File: src/rtl/zmrp_pkg.sv
`timescale 1ns / 1ps
// shared widths, codes and types of the zone map range pruner
// no dependencies; imported by every other file of the block but the assertion defines header
package zmrp_pkg;

  // significant key bits, 8 to 64; key fields stay 64 bits wide
  localparam int KEY_BITS = 64;
  localparam int KEY_W    = 64;
  localparam int PAGE_W   = 32;
  localparam int RCNT_W   = 32;
  localparam int PSUM_W   = 48;
  localparam int REASON_W = 3;

  localparam int DATA_W    = 64;
  localparam int ADDR_W    = 6;
  localparam int REG_IDX_W = 3;

  localparam int QUEUE_DEPTH = 2;
  localparam int QPTR_W      = $clog2(QUEUE_DEPTH);
  localparam int QCNT_W      = $clog2(QUEUE_DEPTH + 1);

  localparam logic [REASON_W-1:0] REASON_PRUNED       = 3'd0;
  localparam logic [REASON_W-1:0] REASON_NO_VERSION   = 3'd1;
  localparam logic [REASON_W-1:0] REASON_NO_SECURITY  = 3'd2;
  localparam logic [REASON_W-1:0] REASON_META_MISSING = 3'd3;
  localparam logic [REASON_W-1:0] REASON_STALE        = 3'd4;
  localparam logic [REASON_W-1:0] REASON_INCOMPATIBLE = 3'd5;
  localparam logic [REASON_W-1:0] REASON_NO_BOUNDS    = 3'd6;
  localparam logic [REASON_W-1:0] REASON_NO_PROOF     = 3'd7;

  localparam logic [REG_IDX_W-1:0] REG_LOWER_KEY    = 3'd0;
  localparam logic [REG_IDX_W-1:0] REG_UPPER_KEY    = 3'd1;
  localparam logic [REG_IDX_W-1:0] REG_LOWER_EN     = 3'd2;
  localparam logic [REG_IDX_W-1:0] REG_UPPER_EN     = 3'd3;
  localparam logic [REG_IDX_W-1:0] REG_LOWER_INCL   = 3'd4;
  localparam logic [REG_IDX_W-1:0] REG_UPPER_INCL   = 3'd5;
  localparam logic [REG_IDX_W-1:0] REG_VERSION_PLAN = 3'd6;
  localparam logic [REG_IDX_W-1:0] REG_SECURE_PLAN  = 3'd7;

  typedef struct packed {
    logic [KEY_W-1:0] lower_bound_key;
    logic [KEY_W-1:0] upper_bound_key;
    logic             lower_enable;
    logic             upper_enable;
    logic             lower_incl;
    logic             upper_incl;
    logic             version_recheck_planned;
    logic             security_recheck_planned;
  } cfg_t;

  // classified range on its way from front to back
  typedef struct packed {
    logic                pruned;
    logic [REASON_W-1:0] reason_code;
    logic [PAGE_W-1:0]   page_span;
  } cls_t;

endpackage

File: src/rtl/zmrp_ifs.sv
`timescale 1ns / 1ps
// request and result channels of the zone map range pruner
// depends on zmrp_pkg for field widths
interface zmrp_range_if;
  import zmrp_pkg::*;

  logic              valid;
  logic              ready;
  logic [KEY_W-1:0]  range_min_key;
  logic [KEY_W-1:0]  range_max_key;
  logic              min_known;
  logic              max_known;
  logic              min_incl;
  logic              max_incl;
  logic              type_conflict;
  logic              meta_present;
  logic              meta_current;
  logic              pred_compatible;
  logic [PAGE_W-1:0] page_span;

  modport source (
    output valid, range_min_key, range_max_key, min_known, max_known, min_incl,
           max_incl, type_conflict, meta_present, meta_current, pred_compatible,
           page_span,
    input  ready
  );

  modport sink (
    input  valid, range_min_key, range_max_key, min_known, max_known, min_incl,
           max_incl, type_conflict, meta_present, meta_current, pred_compatible,
           page_span,
    output ready
  );
endinterface

interface zmrp_result_if;
  import zmrp_pkg::*;

  logic                valid;
  logic                ready;
  logic                pruned;
  logic [REASON_W-1:0] reason_code;
  logic [RCNT_W-1:0]   ranges_pruned_total;
  logic [RCNT_W-1:0]   ranges_scanned_total;
  logic [PSUM_W-1:0]   pages_pruned_total;
  logic [PSUM_W-1:0]   pages_scanned_total;
  logic                any_pruned_flag;

  modport source (
    output valid, pruned, reason_code, ranges_pruned_total, ranges_scanned_total,
           pages_pruned_total, pages_scanned_total, any_pruned_flag,
    input  ready
  );

  modport sink (
    input  valid, pruned, reason_code, ranges_pruned_total, ranges_scanned_total,
           pages_pruned_total, pages_scanned_total, any_pruned_flag,
    output ready
  );
endinterface

File: src/rtl/zmrp_front.sv
`timescale 1ns / 1ps
// front end: takes range requests and classifies them against the predicate
// depends on zmrp_pkg and zmrp_range_if; feeds zmrp_queue
module zmrp_front (
  zmrp_range_if.sink      ranges,
  input  zmrp_pkg::cfg_t  cfg,
  input  logic            full,
  output logic            push,
  output zmrp_pkg::cls_t  cls
);
  import zmrp_pkg::*;

  logic [KEY_BITS-1:0] kmin;
  logic [KEY_BITS-1:0] kmax;
  logic [KEY_BITS-1:0] lo;
  logic [KEY_BITS-1:0] hi;
  logic                below_lower;
  logic                above_upper;
  logic                excluded;

  assign kmin = ranges.range_min_key[KEY_BITS-1:0];
  assign kmax = ranges.range_max_key[KEY_BITS-1:0];
  assign lo   = cfg.lower_bound_key[KEY_BITS-1:0];
  assign hi   = cfg.upper_bound_key[KEY_BITS-1:0];

  // a touching end only excludes when one side is open
  assign below_lower = (kmax < lo) ||
                       ((kmax == lo) && (!ranges.max_incl || !cfg.lower_incl));
  assign above_upper = (kmin > hi) ||
                       ((kmin == hi) && (!ranges.min_incl || !cfg.upper_incl));
  assign excluded    = (cfg.lower_enable && below_lower) ||
                       (cfg.upper_enable && above_upper);

  always_comb begin
    cls.pruned    = 1'b0;
    cls.page_span = ranges.page_span;
    priority if (!cfg.version_recheck_planned) begin
      cls.reason_code = REASON_NO_VERSION;
    end else if (!cfg.security_recheck_planned) begin
      cls.reason_code = REASON_NO_SECURITY;
    end else if (!ranges.meta_present) begin
      cls.reason_code = REASON_META_MISSING;
    end else if (!ranges.meta_current) begin
      cls.reason_code = REASON_STALE;
    end else if (!ranges.pred_compatible) begin
      cls.reason_code = REASON_INCOMPATIBLE;
    end else if (!ranges.min_known || !ranges.max_known) begin
      cls.reason_code = REASON_NO_BOUNDS;
    end else if (!ranges.type_conflict && excluded) begin
      cls.pruned      = 1'b1;
      cls.reason_code = REASON_PRUNED;
    end else begin
      cls.reason_code = REASON_NO_PROOF;
    end
  end

  assign ranges.ready = !full;
  assign push         = ranges.valid && !full;

endmodule

File: src/rtl/zmrp_queue.sv
`timescale 1ns / 1ps
// short queue of classified ranges between front and back
// depends on zmrp_pkg
module zmrp_queue (
  input  logic            clk,
  input  logic            rst,
  input  logic            push,
  input  zmrp_pkg::cls_t  din,
  input  logic            pop,
  output zmrp_pkg::cls_t  dout,
  output logic            full,
  output logic            empty
);
  import zmrp_pkg::*;

  cls_t              entries [QUEUE_DEPTH];
  logic [QPTR_W-1:0] wr_ptr;
  logic [QPTR_W-1:0] rd_ptr;
  logic [QCNT_W-1:0] count;

  assign full  = (count == QCNT_W'(QUEUE_DEPTH));
  assign empty = (count == '0);
  assign dout  = entries[rd_ptr];

  always_ff @(posedge clk) begin
    if (push) begin
      entries[wr_ptr] <= din;
    end
  end

  always_ff @(posedge clk) begin
    if (rst) begin
      wr_ptr <= '0;
      rd_ptr <= '0;
      count  <= '0;
    end else begin
      if (push) begin
        wr_ptr <= wr_ptr + 1'b1;
      end
      if (pop) begin
        rd_ptr <= rd_ptr + 1'b1;
      end
      unique case ({push, pop})
        2'b10:   count <= count + 1'b1;
        2'b01:   count <= count - 1'b1;
        default: count <= count;
      endcase
    end
  end

endmodule

File: src/rtl/zmrp_back.sv
`timescale 1ns / 1ps
// back end: saturating totals and the registered result
// depends on zmrp_pkg and zmrp_result_if; drains zmrp_queue
module zmrp_back (
  input  logic            clk,
  input  logic            rst,
  input  logic            empty,
  input  zmrp_pkg::cls_t  head,
  output logic            pop,
  zmrp_result_if.source   results
);
  import zmrp_pkg::*;

  logic                out_valid;
  logic                pruned;
  logic [REASON_W-1:0] reason_code;
  logic [RCNT_W-1:0]   pruned_range_count;
  logic [RCNT_W-1:0]   scanned_range_count;
  logic [PSUM_W-1:0]   pruned_page_sum;
  logic [PSUM_W-1:0]   scanned_page_sum;
  logic                seen_prune;

  logic [RCNT_W-1:0]   range_count_next;
  logic [PSUM_W:0]     page_sum_wide;
  logic [PSUM_W-1:0]   page_sum_next;

  assign pop = !empty && (!out_valid || results.ready);

  // one range counter and one page sum move per item, so share the adders
  always_comb begin
    logic [RCNT_W-1:0] rcnt;
    logic [PSUM_W-1:0] psum;
    rcnt = head.pruned ? pruned_range_count : scanned_range_count;
    psum = head.pruned ? pruned_page_sum : scanned_page_sum;
    range_count_next = (rcnt == '1) ? rcnt : rcnt + 1'b1;
    page_sum_wide    = {1'b0, psum} + {{(PSUM_W + 1 - PAGE_W){1'b0}}, head.page_span};
    page_sum_next    = page_sum_wide[PSUM_W] ? '1 : page_sum_wide[PSUM_W-1:0];
  end

  always_ff @(posedge clk) begin
    if (rst) begin
      out_valid           <= 1'b0;
      pruned_range_count  <= '0;
      scanned_range_count <= '0;
      pruned_page_sum     <= '0;
      scanned_page_sum    <= '0;
      seen_prune          <= 1'b0;
    end else begin
      if (pop) begin
        out_valid <= 1'b1;
        if (head.pruned) begin
          pruned_range_count <= range_count_next;
          pruned_page_sum    <= page_sum_next;
          seen_prune         <= 1'b1;
        end else begin
          scanned_range_count <= range_count_next;
          scanned_page_sum    <= page_sum_next;
        end
      end else if (results.ready) begin
        out_valid <= 1'b0;
      end
    end
  end

  always_ff @(posedge clk) begin
    if (pop) begin
      pruned      <= head.pruned;
      reason_code <= head.reason_code;
    end
  end

  // totals only move when a new result loads, so they serve as the payload
  assign results.valid                = out_valid;
  assign results.pruned               = pruned;
  assign results.reason_code          = reason_code;
  assign results.ranges_pruned_total  = pruned_range_count;
  assign results.ranges_scanned_total = scanned_range_count;
  assign results.pages_pruned_total   = pruned_page_sum;
  assign results.pages_scanned_total  = scanned_page_sum;
  assign results.any_pruned_flag      = seen_prune;

endmodule

File: src/rtl/zone_map_range_pruner.sv
`timescale 1ns / 1ps
// zone map range pruner: one range descriptor in, one pruning result out
// an accepted request goes through the queue write, then the output register
// one request per cycle unless results.ready stalls; classify is combinational
// rst is synchronous: clears predicate registers, totals, queue and result valid
// depends on zmrp_pkg, zmrp_ifs, zmrp_front, zmrp_queue, zmrp_back
module zone_map_range_pruner (
  input  logic                          clk,
  input  logic                          rst,
  input  logic                          psel,
  input  logic                          penable,
  input  logic                          pwrite,
  input  logic [zmrp_pkg::ADDR_W-1:0]   paddr,
  input  logic [zmrp_pkg::DATA_W-1:0]   pwdata,
  output logic [zmrp_pkg::DATA_W-1:0]   prdata,
  output logic                          pready,
  zmrp_range_if.sink                    ranges,
  zmrp_result_if.source                 results
);
  import zmrp_pkg::*;

  cfg_t                 cfg;
  logic                 cfg_wr;
  logic [REG_IDX_W-1:0] reg_idx;

  logic push;
  logic pop;
  logic full;
  logic empty;
  cls_t cls;
  cls_t head;

  assign pready  = 1'b1;
  assign cfg_wr  = psel && penable && pwrite;
  assign reg_idx = paddr[ADDR_W-1:3];

  always_ff @(posedge clk) begin
    if (rst) begin
      cfg <= '0;
    end else if (cfg_wr) begin
      unique case (reg_idx)
        REG_LOWER_KEY:    cfg.lower_bound_key          <= pwdata[KEY_W-1:0];
        REG_UPPER_KEY:    cfg.upper_bound_key          <= pwdata[KEY_W-1:0];
        REG_LOWER_EN:     cfg.lower_enable             <= pwdata[0];
        REG_UPPER_EN:     cfg.upper_enable             <= pwdata[0];
        REG_LOWER_INCL:   cfg.lower_incl               <= pwdata[0];
        REG_UPPER_INCL:   cfg.upper_incl               <= pwdata[0];
        REG_VERSION_PLAN: cfg.version_recheck_planned  <= pwdata[0];
        REG_SECURE_PLAN:  cfg.security_recheck_planned <= pwdata[0];
        default:          cfg                          <= cfg;
      endcase
    end
  end

  always_comb begin
    unique case (reg_idx)
      REG_LOWER_KEY:    prdata = DATA_W'(cfg.lower_bound_key);
      REG_UPPER_KEY:    prdata = DATA_W'(cfg.upper_bound_key);
      REG_LOWER_EN:     prdata = {{(DATA_W-1){1'b0}}, cfg.lower_enable};
      REG_UPPER_EN:     prdata = {{(DATA_W-1){1'b0}}, cfg.upper_enable};
      REG_LOWER_INCL:   prdata = {{(DATA_W-1){1'b0}}, cfg.lower_incl};
      REG_UPPER_INCL:   prdata = {{(DATA_W-1){1'b0}}, cfg.upper_incl};
      REG_VERSION_PLAN: prdata = {{(DATA_W-1){1'b0}}, cfg.version_recheck_planned};
      REG_SECURE_PLAN:  prdata = {{(DATA_W-1){1'b0}}, cfg.security_recheck_planned};
      default:          prdata = '0;
    endcase
  end

  zmrp_front u_front (
    .ranges (ranges),
    .cfg    (cfg),
    .full   (full),
    .push   (push),
    .cls    (cls)
  );

  zmrp_queue u_queue (
    .clk   (clk),
    .rst   (rst),
    .push  (push),
    .din   (cls),
    .pop   (pop),
    .dout  (head),
    .full  (full),
    .empty (empty)
  );

  zmrp_back u_back (
    .clk     (clk),
    .rst     (rst),
    .empty   (empty),
    .head    (head),
    .pop     (pop),
    .results (results)
  );

endmodule

File: src/flat_wrapper.sv
// flat-port wrapper written by rule: the top's interface ports become plain ports
module zone_map_range_pruner_flat import zmrp_pkg::*;
  (clk, rst, psel, penable, pwrite, paddr, pwdata, prdata, pready, ranges_valid, ranges_range_min_key, ranges_range_max_key, ranges_min_known, ranges_max_known, ranges_min_incl, ranges_max_incl, ranges_type_conflict, ranges_meta_present, ranges_meta_current, ranges_pred_compatible, ranges_page_span, ranges_ready, results_valid, results_pruned, results_reason_code, results_ranges_pruned_total, results_ranges_scanned_total, results_pages_pruned_total, results_pages_scanned_total, results_any_pruned_flag, results_ready);
  zmrp_range_if ranges_i ();
  zmrp_result_if results_i ();
  input  logic clk;
  input  logic rst;
  input  logic psel;
  input  logic penable;
  input  logic pwrite;
  input  logic [zmrp_pkg::ADDR_W-1:0] paddr;
  input  logic [zmrp_pkg::DATA_W-1:0] pwdata;
  output logic [zmrp_pkg::DATA_W-1:0] prdata;
  output logic pready;
  input wire logic [$bits(ranges_i.valid)-1:0] ranges_valid;
  input wire logic [$bits(ranges_i.range_min_key)-1:0] ranges_range_min_key;
  input wire logic [$bits(ranges_i.range_max_key)-1:0] ranges_range_max_key;
  input wire logic [$bits(ranges_i.min_known)-1:0] ranges_min_known;
  input wire logic [$bits(ranges_i.max_known)-1:0] ranges_max_known;
  input wire logic [$bits(ranges_i.min_incl)-1:0] ranges_min_incl;
  input wire logic [$bits(ranges_i.max_incl)-1:0] ranges_max_incl;
  input wire logic [$bits(ranges_i.type_conflict)-1:0] ranges_type_conflict;
  input wire logic [$bits(ranges_i.meta_present)-1:0] ranges_meta_present;
  input wire logic [$bits(ranges_i.meta_current)-1:0] ranges_meta_current;
  input wire logic [$bits(ranges_i.pred_compatible)-1:0] ranges_pred_compatible;
  input wire logic [$bits(ranges_i.page_span)-1:0] ranges_page_span;
  output wire logic [$bits(ranges_i.ready)-1:0] ranges_ready;
  output wire logic [$bits(results_i.valid)-1:0] results_valid;
  output wire logic [$bits(results_i.pruned)-1:0] results_pruned;
  output wire logic [$bits(results_i.reason_code)-1:0] results_reason_code;
  output wire logic [$bits(results_i.ranges_pruned_total)-1:0] results_ranges_pruned_total;
  output wire logic [$bits(results_i.ranges_scanned_total)-1:0] results_ranges_scanned_total;
  output wire logic [$bits(results_i.pages_pruned_total)-1:0] results_pages_pruned_total;
  output wire logic [$bits(results_i.pages_scanned_total)-1:0] results_pages_scanned_total;
  output wire logic [$bits(results_i.any_pruned_flag)-1:0] results_any_pruned_flag;
  input wire logic [$bits(results_i.ready)-1:0] results_ready;
  assign ranges_i.valid = ranges_valid;
  assign ranges_i.range_min_key = ranges_range_min_key;
  assign ranges_i.range_max_key = ranges_range_max_key;
  assign ranges_i.min_known = ranges_min_known;
  assign ranges_i.max_known = ranges_max_known;
  assign ranges_i.min_incl = ranges_min_incl;
  assign ranges_i.max_incl = ranges_max_incl;
  assign ranges_i.type_conflict = ranges_type_conflict;
  assign ranges_i.meta_present = ranges_meta_present;
  assign ranges_i.meta_current = ranges_meta_current;
  assign ranges_i.pred_compatible = ranges_pred_compatible;
  assign ranges_i.page_span = ranges_page_span;
  assign ranges_ready = ranges_i.ready;
  assign results_valid = results_i.valid;
  assign results_pruned = results_i.pruned;
  assign results_reason_code = results_i.reason_code;
  assign results_ranges_pruned_total = results_i.ranges_pruned_total;
  assign results_ranges_scanned_total = results_i.ranges_scanned_total;
  assign results_pages_pruned_total = results_i.pages_pruned_total;
  assign results_pages_scanned_total = results_i.pages_scanned_total;
  assign results_any_pruned_flag = results_i.any_pruned_flag;
  assign results_i.ready = results_ready;
  zone_map_range_pruner u_core (.clk(clk), .rst(rst), .psel(psel), .penable(penable), .pwrite(pwrite), .paddr(paddr), .pwdata(pwdata), .prdata(prdata), .pready(pready), .ranges(ranges_i), .results(results_i));
endmodule
File: config.mk
export PLATFORM = sky130hd
export DESIGN_NAME = zone_map_range_pruner_flat
export DESIGN_NICKNAME = d
export VERILOG_FILES = /design/src/rtl/zmrp_pkg.sv /design/src/rtl/zmrp_ifs.sv /design/src/rtl/zmrp_front.sv /design/src/rtl/zmrp_queue.sv /design/src/rtl/zmrp_back.sv /design/src/rtl/zone_map_range_pruner.sv /design/src/flat_wrapper.sv
export SDC_FILE = /design/constraint.sdc
export NUM_CORES = 1
export LEC_CHECK = 0
export BUFFER_PORTS_ARGS = -buffer_cell sky130_fd_sc_hd__buf_2
export CORE_ASPECT_RATIO = 0.6
export CORE_MARGIN = 10
export CORE_UTILIZATION = 40
export CTS_BUF_LIST = sky130_fd_sc_hd__clkbuf_16
export CTS_CLUSTER_DIAMETER = 40
export DETAILED_ROUTE_END_ITERATION = 8
export SYNTH_ARGS = -nofsm -noshare
export SYNTH_HDL_FRONTEND = slang
export SYNTH_SLANG_ARGS = --single-unit
File: constraint.sdc
create_clock -name clk -period 14.36 [get_ports clk]
set_clock_uncertainty 0.2 [all_clocks]
set_input_delay 2.872 -clock clk [delete_from_list [all_inputs] [get_ports clk]]
set_output_delay 2.872 -clock clk [all_outputs]
set_load 0.05 [all_outputs]
## Word level (Yosys, flattened, before mapping)

Memories as Yosys holds them, arrays and structs flattened. A register that Yosys moved wholly into a read port is not among the register bits.
Index checks and enable logic that the tools add are counted.

| word-level totals | value |
|---|---|
| bits in registers | 304 |
| RAM bits | 72 |
| memories | 1 |
| input bits | 245 |
| word-level logic and storage cells | 108 |

Memory list:

| name | depth | bits a word | read ports | clocked after Yosys merged registers in | wr ports | RTL line | RTL |
|---|---|---|---|---|---|---|---|
| u_core.u_queue.entries | 2 | 36 | 1 | 1 | 1 | zmrp_queue.sv:16 | `cls_t entries [QUEUE_DEPTH];` |

| operators by class | value |
|---|---|
| order comparisons | 2 |
| multiplexer cells | 26 |
| add/subtract/negate cells | 6 |
| reduce and logical (&&, ||, !) cells | 40 |
| bitwise gates (word level) | 1 |
| eq/ne operators | 13 |

Operators by type and width:

| kind | number |
|---|---|
| one-hot mux 64 bit (8 select lines) | 1 |
| == test 64 bit | 2 |
| two-way mux 48 bit | 2 |
| > comparator 64 bit | 1 |
| < comparator 64 bit | 1 |
| two-way mux 32 bit | 2 |
| adder 48 x 32 -> 49 bit | 1 |
| adder 32 x 1 -> 32 bit, second input constant | 1 |
| == test 32 bit, second input constant | 1 |
| two-way mux 3 bit | 7 |
| AND reduction 2 bit | 10 |
| two-way mux 1 bit | 13 |
| == test 3 bit, second input constant | 4 |
| zero test 1 bit | 10 |
| logical AND 1 bit | 9 |
| logical OR 1 bit | 7 |
| == test 3 x 2 -> 1 bit, second input constant | 2 |
| == test 2 bit, second input constant | 2 |
| one-hot mux 2 bit (2 select lines) | 1 |
| nonzero test 2 bit | 2 |
| == test 3 x 1 -> 1 bit, second input constant | 1 |
| zero test 3 bit | 1 |
| adder 1 bit, second input constant | 2 |
| adder 2 x 1 -> 2 bit, second input constant | 1 |
| 4 further kinds | 4 |

## Logic depth before layout (Yosys ltp)

| depth | value |
|---|---|
| depth after elaboration | 14 |
| mapped depth | 23 |
| mapped depth without buffers | 15 |

## Cells and area by module

Synthesis repeated with hierarchy kept, for this count alone.

| unflattened totals | value |
|---|---|
| cell total of the unflattened synthesis | 2499 |
| area total of the unflattened synthesis | 21891.0 µm² |

By module, submodules not included:

| module | times used | cells each | sequential area each (µm²) | area each (µm²) |
|---|---|---|---|---|
| zmrp_back | 1 | 1143 | 3363.2 | 9446.6 |
| zone_map_range_pruner | 1 | 705 | 2682.6 | 6088.3 |
| zmrp_front | 1 | 517 | 0.0 | 3563.4 |
| zmrp_queue | 1 | 134 | 2262.2 | 2792.7 |

## Worst setup path after synthesis

Ideal clock, no wire load.

| timing path | value |
|---|---|
| path type | input-to-output |
| start | in paddr[3] (netlist name) |
| end | out prdata[10] (netlist name) |
| arrival | 4.490 ns |
| buffers on the path | 3 |
| slack | 6.798 ns |
| stages on the path | 6 |
| cell sequence | clkbuf_1 > nor2b_1 > nor2b_1 > clkbuf_1 > clkbuf_1 > a22o_1 |

| between the ends | value |
|---|---|
| word-level cells in the longest chain between the ends | 2 |
| elaborated cells on any way between the ends | 9 |
| those cells by class | 7 x eq/ne; 1 x mux; 1 x reduce/logical |

Ends and longest elaborated chain:

| element | RTL line | RTL |
|---|---|---|
| start, declared | flat_wrapper.sv:11 | `input logic [zmrp_pkg::ADDR_W-1:0] paddr;` |
| == test 3 bit, or another cell as far along | zone_map_range_pruner.sv:56 | `unique case (reg_idx)` |
| one-hot mux 64 bit (8 select lines) (*) | zone_map_range_pruner.sv:56 |  |
| end, declared | flat_wrapper.sv:13 | `output logic [zmrp_pkg::DATA_W-1:0] prdata;` |

Mark *: on every way between the ends. The rest lies on a longest branch, timed or not.

## Worst setup path in the final report

| timing path | value |
|---|---|
| start | in paddr[3] (netlist name) |
| end | out prdata[23] (netlist name) |

Same word-level chain as after synthesis.

==> impl_metrics.ini <==
[layout]
syn2layout_area_growth_pct = 22.4
finalNetCount = 3331
multi_input_area_um2 = 11600
layout_commonest_cell = nand2_1
seqCellArea_um2 = 8310
final_cell_area_um2 = 25600
post-route-util_pct = 49.8
most-common-layout-cells = 483 x nand2_1, 471 x buf_2, 300 x dfxtp_1
fillers = 5022
drive_above_1_share_pct = 21.7

[sta]
tns_ns = 0
drv_slew = 0
relSlewSlack_pct = 18.1
period_minus_slack_ns = 7.81
worst_slew_pin_slew_ns = 1.23
finalHoldViolCount = 0
post-route-period-util_pct = 54.4
timing.hold.ws_ns = 0.274
fmax_mhz = 128
rsz0062_at_grt = false
setup_violations = 0

[route]
wl_per_cell_um = 21.0
ant_nets = 0
drt-initial-drc-count = 1713
drc = 0
first_pass_iters = 6
viasPerCell = 5.50
vias = 20200
wirelength_um = 77300

[cts]
htreeDepth = 2
post-cts-setup-buffer-count = 0
cts_tree = yes
cts_sinks = 377
cts_resized = 0
cts-root-buf = clkbuf_16
hold_buffers = 0
cts_buffers = 53
clock_path_buffers = 3
clk_pin_slew_ns = 0.06
clk_latency_ns = 0.57

[synth]
seq_area_frac_synth_pct = 39.8
synth_area_per_cell_um2 = 8.31
synth.area.top_cells = dfxtp_1 29%, edfxtp_1 11%, ha_1 9.7%, nand2_1 8.7%, a21oi_1 5.8%
yosysTopAreaCell = dfxtp_1
netlist_area_um2 = 20900
synth_cells = 2513
synth_top_area_share_pct = 28.9
synth_edf_count = 76
synthFlopType = dfxtp_1
ys_seq_elements = 377
synth-async-reset-ratio_pct = 0
syn-num-nets = 2921
ys_warn_count = 0
yosysUniqueCellTypes = 80

[critical_path]
worstPathArrival_ns = 4.73
startpoint_type = input port
critPathBufInv = 3
r2r_slack_ns = 8.99
cpPeakStageDelay_ns = 0.67
cp_top_family = buffers and inverters
cpMostUsedCell = buf_2
cp_max_fo = 65
critPathSlowestCell = buf_4
worstPathRequired_ns = 11.29
crit_chain = buf_2, nor2b_1, nor2b_4, buf_4, a22o_1, buf_2
end_kind = output port
worstSetupPathType = input port to output port

[floorplan]
io_pins = 477
start_util_pct = 40.7
die_h_um = 197
die_area_um2 = 62100
coreArea_um2 = 51300
rows = 64
die_w_um = 315

[power_and_ir_drop]
power-per-cell-area_nw_per_um2 = 167
seqPwrFrac_pct = 30.3
p_int_mw = 2.49
combPwrFrac_pct = 39.4
clkPwrFrac_pct = 30.3
p_leak_nw = 10.4
swShare_pct = 41.7
peakVddDrop_uv = 99.6
switchingPower_mw = 1.79

[place]
place_area_um2 = 23800
gp_congestion = 0.916
dp_hpwl_um = 57400
port_buffers = 472

[global_route]
antenna_found_initial = 29
grt_pass1_vias = 19600
grt_max_degree = 134
grt_overflow = 0
grt_pass1_wl_um = 117000
grtUsageTotal_pct = 23.8

[status]
status = completed

[hold_path]
hold_path.class = register to register

[run]
cap_violations = 0
## sequential cells by signal, summed over array words and instances (netlist names), named ones only
name                                        flops
u_core.u_back.results.reason_code               3
u_core.u_queue.wr_ptr                           1
u_core.u_queue.count                            2
u_core.u_back.results.pruned                    1
u_core.cfg                                    134
u_core.u_back.results.valid                     1
u_core.u_queue.entries                         72
u_core.u_back.results.ranges_pruned_total      32
u_core.u_back.results.pages_pruned_total       48
u_core.u_queue.rd_ptr                           1
u_core.u_back.results.any_pruned_flag           1
u_core.u_back.results.ranges_scanned_total     32
u_core.u_back.results.pages_scanned_total      48
## cells in the mapped netlist, types with 23 or more instances
cell type / number
nand4_1: 46
mux2_2: 39
clkbuf_1: 105
xor2_1: 52
edfxtp_1: 76
o21ai_0: 70
ha_1: 162
nor3_1: 32
a21o_1: 24
xnor2_1: 30
nand2_1: 485
nor2_1: 234
a21oi_1: 241
nand3_1: 61
inv_1: 144
dfxtp_1: 301
a311oi_1: 23
a211oi_1: 70
a22o_1: 63
## cell families after synthesis
| group | synth area share (%) |
|---|---|
| adders and majority gates | 9.80 |
| DFF | 39.8 |
| AOI/OAI and AO/OA | 18.3 |
| other | 0.0180 |
| muxes | 3.32 |
| xor gates and xnor gates | 3.44 |
| and+or+nand+nor | 20.2 |
| buffers and inverters | 5.12 |
## worst paths after layout
kind	start	endpoint	cells after the start
setup reg to reg	register	u_core.u_back.results.pages_pruned_total[33]	16
setup / recovery	paddr[3]	prdata[23]	6
hold reg to reg	u_core.u_back.results.any_pruned_flag	u_core.u_back.results.any_pruned_flag	2
hold / removal	u_core.u_back.results.any_pruned_flag	u_core.u_back.results.any_pruned_flag	2
## worst reg2reg max path: stages (launching register included)
cell	delay [ns]
dfxtp_2	0.34
mux2i_4	0.19
inv_4	0.25
buf_4	0.70
nand2_1	0.17
nand2_1	0.13
ha_1	0.30
a21oi_1	0.23
o21a_1	0.20
a2bb2oi_1	0.16
o211ai_1	0.18
a221o_1	0.50
o21ai_1	0.53
nor3b_4	0.07
buf_4	0.25
nor2_2	0.57
a311oi_1	0.22
## area by class of cell
class / instances / area share, %
timing repair buffer: 486 / 9.69
antenna: 21 / 0.205
clock inverter: 44 / 1.45
sequential: 377 / 32.5
clock buffer: 55 / 5.38
multi-input combinational: 1860 / 45.2
inverter: 145 / 2.14
tap: 693 / 3.39
## power by group through the flow
stage | logic [mW] | clock network, mW | registers [mW]
global placement | 1.64 | 0 | 1.31
detailed placement | 1.67 | 0 | 1.32
CTS | 1.68 | 1.32 | 1.30
global route | 1.84 | 1.37 | 1.31
finish | 1.69 | 1.30 | 1.30
floorplan | 0.936 | 0 | 1.58
## routing by layer
layer	part of all wire, %	GRT usage [%]
met1	44	31.7
met2	44	36.2
met3	9.1	7.01
met4	2.8	7.86
met5	0.12	0
## per-stage QoR
step	instances	setup WS, ns	total power, mW
finish	3681	6.55	4.28
floorplan	2513	6.80	2.51
detailed placement	3561	6.59	2.99
CTS	3660	6.57	4.30
global route	3675	6.46	4.53
global placement	3561	6.60	2.95
(Power assumes the default switching activity.)
